## src/rtl/core/lhtm_pkg.sv

```systemverilog
// shared types and constants of the lock hold timeout monitor
package lhtm_pkg;

  // table size and derived widths
  localparam int MAX_LOCKS = 16;
  localparam int IDX_W     = (MAX_LOCKS > 1) ? $clog2(MAX_LOCKS) : 1;
  localparam int CNT_W     = $clog2(MAX_LOCKS + 1);

  // fixed field widths
  localparam int KEY_W    = 32;
  localparam int HOLDER_W = 8;
  localparam int TIME_W   = 32;
  localparam int SLOT_W   = 4;

  // configuration port
  localparam int CFG_IDX_W  = 8;
  localparam int CFG_DATA_W = 32;
  localparam logic [CFG_IDX_W-1:0] REG_HOLD_TIMEOUT = 8'd0;
  localparam logic [CFG_IDX_W-1:0] REG_CHECK_ENABLE = 8'd1;
  localparam logic [TIME_W-1:0]    HOLD_TIMEOUT_RST = 32'd5000;

  typedef enum logic [1:0] {
    CMD_REGISTER = 2'd0,
    CMD_ACQUIRE  = 2'd1,
    CMD_RELEASE  = 2'd2,
    CMD_CHECK    = 2'd3
  } cmd_t;

  typedef enum logic [1:0] {
    ST_OK        = 2'd0,
    ST_UNTRACKED = 2'd1,
    ST_FULL      = 2'd2,
    ST_TIMEOUT   = 2'd3
  } status_t;

  // input word
  typedef struct packed {
    cmd_t                cmd;
    logic [KEY_W-1:0]    lock_handle;
    logic [HOLDER_W-1:0] holder_id;
    logic [TIME_W-1:0]   time_now;
  } item_t;

  // result word
  typedef struct packed {
    status_t             status;
    logic [SLOT_W-1:0]   slot;
    logic [HOLDER_W-1:0] expired_holder;
    logic [TIME_W-1:0]   hold_time;
  } result_t;

  // one table entry as held in the memory
  typedef struct packed {
    logic [KEY_W-1:0]    key;
    logic                held;
    logic [HOLDER_W-1:0] holder;
    logic [TIME_W-1:0]   acq_time;
  } entry_t;

  localparam int ENTRY_W = $bits(entry_t);

  // configuration seen by the engine
  typedef struct packed {
    logic [TIME_W-1:0] hold_timeout;
    logic              check_enable;
  } cfg_t;

endpackage

```

## src/rtl/core/lhtm_ram.sv

```systemverilog
// generic single write port ram with one registered read port
module lhtm_ram #(
  parameter int WIDTH = 8,
  parameter int DEPTH = 16
) (
  input  logic                                       clk,
  input  logic                                       wr_en,
  input  logic [((DEPTH > 1) ? $clog2(DEPTH) : 1)-1:0] wr_addr,
  input  logic [WIDTH-1:0]                           wr_data,
  input  logic [((DEPTH > 1) ? $clog2(DEPTH) : 1)-1:0] rd_addr,
  output logic [WIDTH-1:0]                           rd_data
);

  logic [WIDTH-1:0] mem [DEPTH];

  // write port
  always_ff @(posedge clk) begin
    if (wr_en) begin
      mem[wr_addr] <= wr_data;
    end
  end

  // registered read port
  always_ff @(posedge clk) begin
    rd_data <= mem[rd_addr];
  end

endmodule

```

## src/rtl/core/lhtm_engine.sv

```systemverilog
// command sequencer: appends entries and scans the lock table one entry a cycle
module lhtm_engine (
  input  logic                   clk,
  input  logic                   rst,
  input  logic                   start,
  input  lhtm_pkg::item_t        item,
  input  lhtm_pkg::cfg_t         cfg,
  output logic                   busy,
  output logic                   result_valid,
  output lhtm_pkg::result_t      result,
  output logic                   ram_wr_en,
  output logic [lhtm_pkg::IDX_W-1:0] ram_wr_addr,
  output lhtm_pkg::entry_t       ram_wr_data,
  output logic [lhtm_pkg::IDX_W-1:0] ram_rd_addr,
  input  lhtm_pkg::entry_t       ram_rd_data
);

  typedef enum logic [1:0] {
    S_IDLE = 2'b01,
    S_SCAN = 2'b10
  } state_t;

  state_t                         state;
  lhtm_pkg::item_t                item_q;
  logic [lhtm_pkg::IDX_W-1:0]     idx;
  logic [lhtm_pkg::CNT_W-1:0]     entry_count;

  logic                           accept;
  logic                           has_room;
  logic                           is_last;
  logic                           key_match;
  logic [lhtm_pkg::TIME_W-1:0]    held_for;
  logic                           expired;

  assign busy     = (state != S_IDLE);
  assign accept   = start && (state == S_IDLE);
  assign has_room = (entry_count < lhtm_pkg::CNT_W'(lhtm_pkg::MAX_LOCKS));

  // compare logic on the entry read in the previous cycle
  assign is_last   = ((lhtm_pkg::CNT_W'(idx) + lhtm_pkg::CNT_W'(1)) == entry_count);
  assign key_match = (ram_rd_data.key == item_q.lock_handle);
  assign held_for  = item_q.time_now - ram_rd_data.acq_time;
  assign expired   = ram_rd_data.held && (held_for > cfg.hold_timeout);

  // memory access: the next entry is fetched while the current one is judged;
  // writes land before any later item can issue its first read
  always_comb begin
    ram_rd_addr = (state == S_IDLE) ? '0 : idx + lhtm_pkg::IDX_W'(1);
    ram_wr_en   = 1'b0;
    ram_wr_addr = idx;
    ram_wr_data = '0;
    if (state == S_IDLE) begin
      ram_wr_en            = accept && (item.cmd == lhtm_pkg::CMD_REGISTER) && has_room;
      ram_wr_addr          = lhtm_pkg::IDX_W'(entry_count);
      ram_wr_data.key      = item.lock_handle;
    end else begin
      ram_wr_en            = (item_q.cmd != lhtm_pkg::CMD_CHECK) && key_match;
      ram_wr_data.key      = item_q.lock_handle;
      if (item_q.cmd == lhtm_pkg::CMD_ACQUIRE) begin
        ram_wr_data.held     = 1'b1;
        ram_wr_data.holder   = item_q.holder_id;
        ram_wr_data.acq_time = item_q.time_now;
      end
    end
  end

  // sequencer and result word
  always_ff @(posedge clk) begin
    if (rst) begin
      state        <= S_IDLE;
      entry_count  <= '0;
      result_valid <= 1'b0;
    end else begin
      result_valid <= 1'b0;
      case (state)
        S_IDLE: begin
          if (accept) begin
            item_q <= item;
            idx    <= '0;
            case (item.cmd)
              lhtm_pkg::CMD_REGISTER: begin
                result_valid <= 1'b1;
                if (has_room) begin
                  result      <= '{status: lhtm_pkg::ST_OK,
                                   slot: lhtm_pkg::SLOT_W'(entry_count),
                                   expired_holder: '0, hold_time: '0};
                  entry_count <= entry_count + lhtm_pkg::CNT_W'(1);
                end else begin
                  result <= '{status: lhtm_pkg::ST_FULL, slot: '0, expired_holder: '0,
                              hold_time: '0};
                end
              end
              lhtm_pkg::CMD_ACQUIRE, lhtm_pkg::CMD_RELEASE: begin
                if (entry_count == '0) begin
                  result_valid <= 1'b1;
                  result       <= '{status: lhtm_pkg::ST_UNTRACKED, slot: '0,
                                    expired_holder: '0, hold_time: '0};
                end else begin
                  state <= S_SCAN;
                end
              end
              lhtm_pkg::CMD_CHECK: begin
                if (!cfg.check_enable || (entry_count == '0)) begin
                  result_valid <= 1'b1;
                  result       <= '{status: lhtm_pkg::ST_OK, slot: '0, expired_holder: '0,
                                    hold_time: '0};
                end else begin
                  state <= S_SCAN;
                end
              end
              default: begin
                result_valid <= 1'b1;
                result       <= '{status: lhtm_pkg::ST_OK, slot: '0, expired_holder: '0,
                                  hold_time: '0};
              end
            endcase
          end
        end
        S_SCAN: begin
          if (item_q.cmd == lhtm_pkg::CMD_CHECK) begin
            // first held entry past the timeout
            if (expired) begin
              result_valid <= 1'b1;
              state        <= S_IDLE;
              result       <= '{status: lhtm_pkg::ST_TIMEOUT,
                                slot: lhtm_pkg::SLOT_W'(idx),
                                expired_holder: ram_rd_data.holder,
                                hold_time: held_for};
            end else if (is_last) begin
              result_valid <= 1'b1;
              state        <= S_IDLE;
              result       <= '{status: lhtm_pkg::ST_OK, slot: '0, expired_holder: '0,
                                hold_time: '0};
            end else begin
              idx <= idx + lhtm_pkg::IDX_W'(1);
            end
          end else begin
            // first entry with a matching handle
            if (key_match) begin
              result_valid <= 1'b1;
              state        <= S_IDLE;
              result       <= '{status: lhtm_pkg::ST_OK, slot: lhtm_pkg::SLOT_W'(idx),
                                expired_holder: '0, hold_time: '0};
            end else if (is_last) begin
              result_valid <= 1'b1;
              state        <= S_IDLE;
              result       <= '{status: lhtm_pkg::ST_UNTRACKED, slot: '0,
                                expired_holder: '0, hold_time: '0};
            end else begin
              idx <= idx + lhtm_pkg::IDX_W'(1);
            end
          end
        end
        default: begin
          state <= S_IDLE;
        end
      endcase
    end
  end

  // checks on the sequencer
  a_count_bound: assert property (@(posedge clk) disable iff (rst)
    entry_count <= lhtm_pkg::CNT_W'(lhtm_pkg::MAX_LOCKS))
    else $error("entry count beyond table size");

  a_scan_in_table: assert property (@(posedge clk) disable iff (rst)
    (state == S_SCAN) |-> (lhtm_pkg::CNT_W'(idx) < entry_count))
    else $error("scan index outside filled entries");

  a_result_idle: assert property (@(posedge clk) disable iff (rst)
    result_valid |-> (state == S_IDLE))
    else $error("result strobe while still scanning");

  a_register_reply: assert property (@(posedge clk) disable iff (rst)
    (accept && (item.cmd == lhtm_pkg::CMD_REGISTER)) |=> result_valid)
    else $error("register word not answered in the next cycle");

  a_write_match: assert property (@(posedge clk) disable iff (rst)
    (ram_wr_en && (state == S_SCAN)) |=> (result_valid && (result.status == lhtm_pkg::ST_OK)))
    else $error("table written without an ok result");

endmodule

```

## src/rtl/core/lock_hold_timeout_monitor_core.sv

```systemverilog
// top level of the lock hold timeout monitor: configuration registers and table memory
//
// Usage
//   Command channel: drive item and raise start; the word is taken at a rising edge with
//   start high and busy low. Each command gives exactly one result word on result,
//   flagged by result_valid for one cycle; the receiver cannot stall it.
//   Configuration channel: cfg_valid/cfg_ready with cfg_index and cfg_data; index 0 is
//   hold_timeout, index 1 is check_enable (bit 0), other indexes are ignored.
//   cfg_ready is always high; write only while no command is outstanding.
// Command handling
//   Register, any command on an empty table and a check with checks disabled answer in
//   the cycle after acceptance, and the block is free again at once.
//   Acquire, release and check walk the table through the single read port of the entry
//   memory, one entry a cycle, and answer on the first hit or after the last filled entry;
//   busy is high until the cycle of the answer. A full table holds 16 entries.
// Reset
//   rst (synchronous) empties the table and restores hold_timeout 5000, check_enable 1.
//   Entries are only judged below the fill count, so no clearing pass is needed.
module lock_hold_timeout_monitor_core (
  input  logic                            clk,
  input  logic                            rst,
  input  logic                            start,
  input  lhtm_pkg::item_t                 item,
  output logic                            busy,
  output logic                            result_valid,
  output lhtm_pkg::result_t               result,
  input  logic                            cfg_valid,
  output logic                            cfg_ready,
  input  logic [lhtm_pkg::CFG_IDX_W-1:0]  cfg_index,
  input  logic [lhtm_pkg::CFG_DATA_W-1:0] cfg_data
);

  lhtm_pkg::cfg_t                 cfg;
  logic                           ram_wr_en;
  logic [lhtm_pkg::IDX_W-1:0]     ram_wr_addr;
  lhtm_pkg::entry_t               ram_wr_data;
  logic [lhtm_pkg::IDX_W-1:0]     ram_rd_addr;
  lhtm_pkg::entry_t               ram_rd_data;

  assign cfg_ready = 1'b1;

  // configuration registers
  always_ff @(posedge clk) begin
    if (rst) begin
      cfg.hold_timeout <= lhtm_pkg::HOLD_TIMEOUT_RST;
      cfg.check_enable <= 1'b1;
    end else if (cfg_valid && cfg_ready) begin
      case (cfg_index)
        lhtm_pkg::REG_HOLD_TIMEOUT: cfg.hold_timeout <= cfg_data[lhtm_pkg::TIME_W-1:0];
        lhtm_pkg::REG_CHECK_ENABLE: cfg.check_enable <= cfg_data[0];
        default: begin
        end
      endcase
    end
  end

  // sequencer
  lhtm_engine u_engine (
    .clk          (clk),
    .rst          (rst),
    .start        (start),
    .item         (item),
    .cfg          (cfg),
    .busy         (busy),
    .result_valid (result_valid),
    .result       (result),
    .ram_wr_en    (ram_wr_en),
    .ram_wr_addr  (ram_wr_addr),
    .ram_wr_data  (ram_wr_data),
    .ram_rd_addr  (ram_rd_addr),
    .ram_rd_data  (ram_rd_data)
  );

  // lock table memory
  lhtm_ram #(
    .WIDTH (lhtm_pkg::ENTRY_W),
    .DEPTH (lhtm_pkg::MAX_LOCKS)
  ) u_table (
    .clk     (clk),
    .wr_en   (ram_wr_en),
    .wr_addr (ram_wr_addr),
    .wr_data (ram_wr_data),
    .rd_addr (ram_rd_addr),
    .rd_data (ram_rd_data)
  );

endmodule
```

## config.mk

```make
export PLATFORM = sky130hd
export DESIGN_NAME = lock_hold_timeout_monitor_core
export DESIGN_NICKNAME = d
export VERILOG_FILES = /design/src/rtl/core/lhtm_pkg.sv /design/src/rtl/core/lhtm_ram.sv /design/src/rtl/core/lhtm_engine.sv /design/src/rtl/core/lock_hold_timeout_monitor_core.sv
export SDC_FILE = /design/constraint.sdc
export NUM_CORES = 2
export LEC_CHECK = 0
export ABC_AREA = 1
export BUFFER_PORTS_ARGS = -buffer_cell sky130_fd_sc_hd__buf_2
export CORE_UTILIZATION = 55
export CTS_CLUSTER_SIZE = 30
export DETAILED_ROUTE_END_ITERATION = 16
export PLACE_DENSITY = 0.75
export SKIP_CTS_REPAIR_TIMING = 1
export SYNTH_ARGS = -nofsm -noshare
export SYNTH_HDL_FRONTEND = slang
export SYNTH_SLANG_ARGS = --single-unit
```

## constraint.sdc

```tcl
create_clock -name clk -period 8.65 [get_ports clk]
set_clock_uncertainty 0.1 [all_clocks]
set_input_delay 2.1625 -clock clk [delete_from_list [all_inputs] [get_ports clk]]
set_output_delay 2.1625 -clock clk [all_outputs]
set_load 0.01 [all_outputs]
```

# ---- Word-level counts from Yosys, hierarchy flattened
# Memories as Yosys holds them, arrays and structs flattened. A register that Yosys moved wholly into a read port is not among the register bits.
# Cells that the tools add are included.
dict set report op_classes {
  add_sub_neg 4
  multipliers 0
  div 0
  order_cmp 2
  n_eq_ne 22
  n_shift 0
  mux 43
  n_bitwise 1
  reduce_logical 19
}
# cell count
set op_table {}
lappend op_table {{$mux W46} 9}
lappend op_table {{$pmux W46 S3} 1}
lappend op_table {{$pmux W46 S2} 1}
lappend op_table {{$mux W41} 2}
lappend op_table {{$eq A32 B32 Y1} 1}
lappend op_table {{$gt A32 B32 Y1} 1}
lappend op_table {{$mux W32} 1}
lappend op_table {{$sub A32 B32 Y32} 1}
lappend op_table {{$mux W4} 7}
lappend op_table {{$ne A3 B3 Y1 const B} 7}
lappend op_table {{$mux W2} 7}
lappend op_table {{$mux W1} 10}
lappend op_table {{$eq A2 B2 Y1 const B} 4}
lappend op_table {{$eq A8 B1 Y1 const B} 1}
lappend op_table {{$logic_not A8 Y1} 1}
lappend op_table {{$pmux W2 S2} 2}
lappend op_table {{$pmux W4 S2} 1}
lappend op_table {{$reduce_and A4 Y1} 2}
lappend op_table {{$reduce_and A7 Y1} 1}
lappend op_table {{$eq A2 B1 Y1 const B} 3}
lappend op_table {{$add A4 B1 Y5 const B} 1}
lappend op_table {{$add A5 B1 Y5 const B} 1}
lappend op_table {{$eq A5 B5 Y1} 1}
lappend op_table {{$logic_and A1 B1 Y1} 5}
lappend op_table {{other kinds (18)} 20}
dict set report totals {
  register_bits 165
  latchBits 0
  ram_bits 1168
  mem_bits_ro 0
  input_bits 118
  output_inout_bits 49
  wordCells 106
  n_memories 1
}
# name depth word_bits read_ports rd_ports_with_merged_regs write_ports line_no
set memory_table {}
lappend memory_table {u_table.mem 16 73 1 1 1 lhtm_ram.sv:14} ;# logic [WIDTH-1:0] mem [DEPTH];

# ---- Longest topological paths before layout
dict set report depth {
  ltp_word 7
  depth_mapped 30
  ltp_nobuf 30
}

# ---- By module
# Synthesis repeated with hierarchy kept, for this count alone.
dict set report unflattened {
  hier_cells 6107
  area_unflattened_um2 61955.7
}
# mod instances cells_per_inst area_each_um2 seq_area_each_um2
set by_module_without_submodules {}
lappend by_module_without_submodules {lhtm_ram 1 4798 51595.7 36535.0}
lappend by_module_without_submodules {lhtm_engine 1 1094 8862.2 3883.7}
lappend by_module_without_submodules {lock_hold_timeout_monitor_core 1 215 1497.7 660.6}

# ---- Worst setup path after synthesis
# OpenSTA, ideal clock, no wires.
dict set report synth_path {
  path_type {in2reg}
  from {input port item[72] (netlist bit)}
  to {memory u_table.mem[0][0] (netlist bit) (enable)}
  setup_ns 0.594
  arrival_time_ns 7.740
  required_time_ns 7.956
  path_slack_ns 0.216
  cell_stages 6
  n_path_buf 0
  cell_sequence {inv_1 -> ha_1 -> nand3_1 -> nand2_1 -> inv_1 -> nor3_1}
}
dict set report synth_via {
  elab_chain_len 6
}
# item line_no
set synth_lines {}
lappend synth_lines {{start: declaration} lock_hold_timeout_monitor_core.sv:23} ;# input lhtm_pkg::item_t item,
lappend synth_lines {{$logic_not A2 Y1} lhtm_engine.sv:53} ;# ram_wr_en = accept && (item.cmd == lhtm_pkg::CMD_REGISTER) && has_room;
lappend synth_lines {{$logic_and A1 B1 Y1 (2 in series)} lhtm_engine.sv:53}
lappend synth_lines {{$mux W1} lhtm_engine.sv:52} ;# if (state == S_IDLE) begin
lappend synth_lines {{$mux W1} lhtm_ram.sv:18} ;# if (wr_en) begin
lappend synth_lines {{$mux W1 (not written as such)} lhtm_ram.sv:19} ;# mem[wr_addr] <= wr_data;
lappend synth_lines {{end: declaration} lhtm_ram.sv:14}
# Every way passes these cells.

# ---- Final worst setup path
dict set report layout_path {
  from {register u_engine.item_q[0] (netlist bit)}
  to {register u_engine.result[36] (netlist name)}
}
dict set report layout_via {
  elab_chain_len 5
}
# item line_no
set layout_lines {}
lappend layout_lines {{start: declaration} lhtm_engine.sv:24} ;# lhtm_pkg::item_t item_q;
lappend layout_lines {{start signal: assignment} lhtm_engine.sv:78} ;# item_q <= item;
lappend layout_lines {{$sub A32 B32 Y32} lhtm_engine.sv:42} ;# assign held_for = item_q.time_now - ram_rd_data.acq_time;
lappend layout_lines {{via u_engine.held_for (one bit)} lhtm_engine.sv:32} ;# logic [lhtm_pkg::TIME_W-1:0] held_for;
lappend layout_lines {{$gt A32 B32 Y1} lhtm_engine.sv:43} ;# assign expired = ram_rd_data.held && (held_for > cfg.hold_timeout);
lappend layout_lines {{$logic_and A1 B1 Y1} lhtm_engine.sv:43}
lappend layout_lines {{$ne A4 B2 Y1 (no source line)} n/a}
lappend layout_lines {{$reduce_and A7 Y1 (no source line)} n/a}
# The timed path passes the listed nets, and every way through them passes these cells.
# A chain may end at the register's enable or synchronous reset.

==> run_results.csv <==
group,metric,value,unit
synth,synth_area_leaders,"edfxtp_1, nor2_1, dfxtp_1, o21ai_0, o211ai_1",
grt,antenna_found_initial,2,
grt,grt_pass1_wl,213000,um
cells_and_area,final_cell_mix,"edfxtp_1, nor2_1, o21ai_0",
timing,min_period,5500,ps
timing,fmax,182,MHz
synth,yosys.area_share.simple,10.6,%
cts,h-tree-depth,4,
worst_setup_path,crit_fanout,46,
floorplan,rows,118,
cells_and_area,drive_gt1_share,11.7,%
placed_design,gp_congestion,0.974,
timing,relSlewSlack,11.1,%
synth,yosys_warnings,0,
cells_and_area,area_growth_syn_to_layout,11.6,%
cts,cts_root_buf,"clkbuf_16",
synth,async_reset_ff_share,0,%
synth,syn_area_per_cell,12.6,um2
timing,fin_tns_setup,0,ps
cells_and_area,antenna_cells,0,
synth,synthMuxAreaShare,0,%
power,peakVddDrop,0.000300,V
grt,grt_pass1_vias,35900,
synth,synth-compound-area-share,11.8,%
cells_and_area,layout.cells.non_filler,6134,
drt,detailroute.via_count,37100,
floorplan,start_util,55.5,%
synth,ys_seq_area_share,71.5,%
cts,clk-insertion-delay-late,730,ps
synth,synth_edf_count,1292,
cts,cts_buffer_depth,3,
floorplan,coreArea,103000,um2
synth,yosys.area_share.xor_xnor,0.732,%
grt,grt-ovfl-total,0,
worst_setup_path,crit_chain,"inv_1, ha_1, inv_1, fa_1, nand3_1, nand2_1, nand3_1, nand2_1, a21oi_1, o21bai_1, a21o_1, nor2_1, nor2_1, ha_1, nand2_1, nor2_1, nor3b_1, nand2_1, nand2_1, nand3_1, nand4_1, o211ai_1, inv_2",
cells_and_area,layout.nets,4833,
run_status,outcome,"finished, final reports clean",
worst_setup_path,cp_common_cell,"nand2_1",
cts,numCtsBuffers,137,
timing,worst_slew_pin_slew,1330,ps
drt,postRouteAntennaNets,0,
worst_setup_path,critPathTopFamily,"simple AND/OR/NAND/NOR gates",
timing,grt_setup_unrepaired,"no",
synth,yosys.area_share.adder,1.58,%
grt,grt_max_degree,190,
synth,yosys.area.top_type,"edfxtp_1",
worst_setup_path,cp_num_buf_inv,3,
drt,firstDrtPassIters,8,
flow_run,drv_cap,0,
worst_hold_path,hp-class,"flip-flop to flip-flop",
synth,ys_types,54,
timing,whs,368,ps
placed_design,dpl.hpwl,72200,um
placed_design,dp.cells,5884,
power,power.leakage,0.0224,uW
synth,synthFlopType,"edfxtp_1",
timing,setup_viol_count_final,0,
worst_setup_path,slowest_stage,"inv_2",
drt,drtIter0Drc,4705,
synth,ys_ff_latch,1406,
placed_design,io_buffers,165,
timing,drv_slew,0,
drt,remaining_drc_errors,0,
cts,path_clk_slew,60,ps
floorplan,die-area,106000,um2
synth,synth_area,57400,um2
cts,cts_tree,"yes",
drt,wl_per_cell,22.8,um
cells_and_area,final_core_util,61.9,%
power,powerDensity,336,nW/um2
synth,syn_nets,4735,
drt,viasPerCell,6.05,
synth,synth_top_area_share,67.6,%
worst_setup_path,arrival,5730,ps
worst_setup_path,worst_setup_path_start_kind,"flip-flop",
timing,fin_crit_sh,63.6,%
floorplan,die_h,325,um
synth,synth_cells,4545,
cells_and_area,fill_cells,7412,
drt,wl,140000,um
synth,synth_top_family_by_area,"compound AO/OA/AOI/OAI gates",
worst_setup_path,slowest_delay,800,ps
cells_and_area,layout_commonest_cell,"edfxtp_1",
grt,grtUsageTotal,26.2,%
floorplan,die_width,325,um
floorplan,num_io_pins,167,
worst_setup_path,cp_data_required_time,8880,ps
timing,hold_viol,0,
cts,cts_sinks,1406,
worst_setup_path,worstSetupEndpointType,"flip-flop",
worst_setup_path,crit_type,"flip-flop to flip-flop",
-- cell families after synthesis --
| group | after synthesis |
|---|---|
| buffers and inverters | 510 |
| xor gates and xnor gates | 48 |
| DFF | 1406 |
| adders and majority gates | 72 |
| other | 1 |
| and+or+nand+nor | 1575 |
| AOI/OAI and AO/OA | 933 |
-- cells in the mapped netlist (all sizes together), types with 3 or more instances --
library cell  count
a21boi            4
a21o              8
a21oi            86
buf             102
clkbuf          170
dfxtp           114
edfxtp         1292
ha               71
inv             238
nand2           304
nand3            43
nand4            11
nor2           1177
nor3             18
nor4              3
o211ai          154
o21a              4
o21ai           368
o22ai             4
o311ai          146
o32ai           146
or2              15
xnor2            23
xor2             25
-- layout make-up --
class / instances / area, um2 / area share [%]
sequential: 1406 / 41100 / 64.1
inverter: 238 / 921 / 1.44
multi-input combinational: 2629 / 14400 / 22.4
timing repair buffer: 231 / 1420 / 2.22
clock buffer: 192 / 4000 / 6.24
clock inverter: 58 / 567 / 0.885
tap: 1380 / 1730 / 2.69
-- power breakdown --
part	leakage [uW]	total [uW]	internal [uW]	switching, uW
combinational	0.00729	6970	2090	4880
clock	0.00226	5990	3530	2460
sequential	0.0128	8570	8420	150
total	0.0224	21500	14000	7490
-- metal layers --
metal	track usage, %	vias up	part of all wire, %
met5	0	-	0.0093
met4	8.14	2	2.5
met1	36.9	18200	41
met3	3.40	270	8.5
li1	-	16700	-
met2	42.9	1928	48
-- per-stage QoR --
step | cell area [um2] | power, uW | setup WS, ps
final | 64100 | 21500 | 3150
after global routing | 64100 | 22500 | 2670
after CTS | 64100 | 21500 | 3130
after detailed placement | 59500 | 15600 | 3150
after global placement | 59500 | 15400 | 3240
after floorplan | 57400 | 13600 | 216
-- path summary, 6_finish.rpt --
| path | endpoint | depth (start not counted) | from | slack [ps] |
|---|---|---|---|---|
| setup / recovery | u_engine.result[36] | 23 | u_engine.item_q[0] | 3150 |
| hold / removal | cfg[7] | 2 | cfg[7] | 370 |
| setup reg to reg | u_engine.result[36] | 23 | u_engine.item_q[0] | 3150 |
| hold reg to reg | cfg[7] | 2 | cfg[7] | 370 |
-- flip-flops by register name, indices dropped and copies added, names as in the netlist --
signal                 count
cfg                       33
u_engine.state             2
u_engine.item_q           74
u_engine.idx               4
u_table.mem             1168
u_engine.result_valid      1
u_engine.entry_count       5
u_table.rd_data           73
u_engine.result           46
-- worst register-to-register path: stages, from the launching register on --
cell,delay [ps]
edfxtp_1,370
inv_1,100
ha_1,140
inv_1,50
fa_1,400
nand3_1,80
nand2_1,160
nand3_1,110
nand2_1,110
a21oi_1,420
o21bai_1,190
a21o_1,200
nor2_1,120
nor2_1,70
ha_1,270
nand2_1,60
nor2_1,130
nor3b_1,550
nand2_1,120
nand2_1,110
nand3_1,130
nand4_1,130
o211ai_1,130
inv_2,800
(Power assumes the default switching activity.)
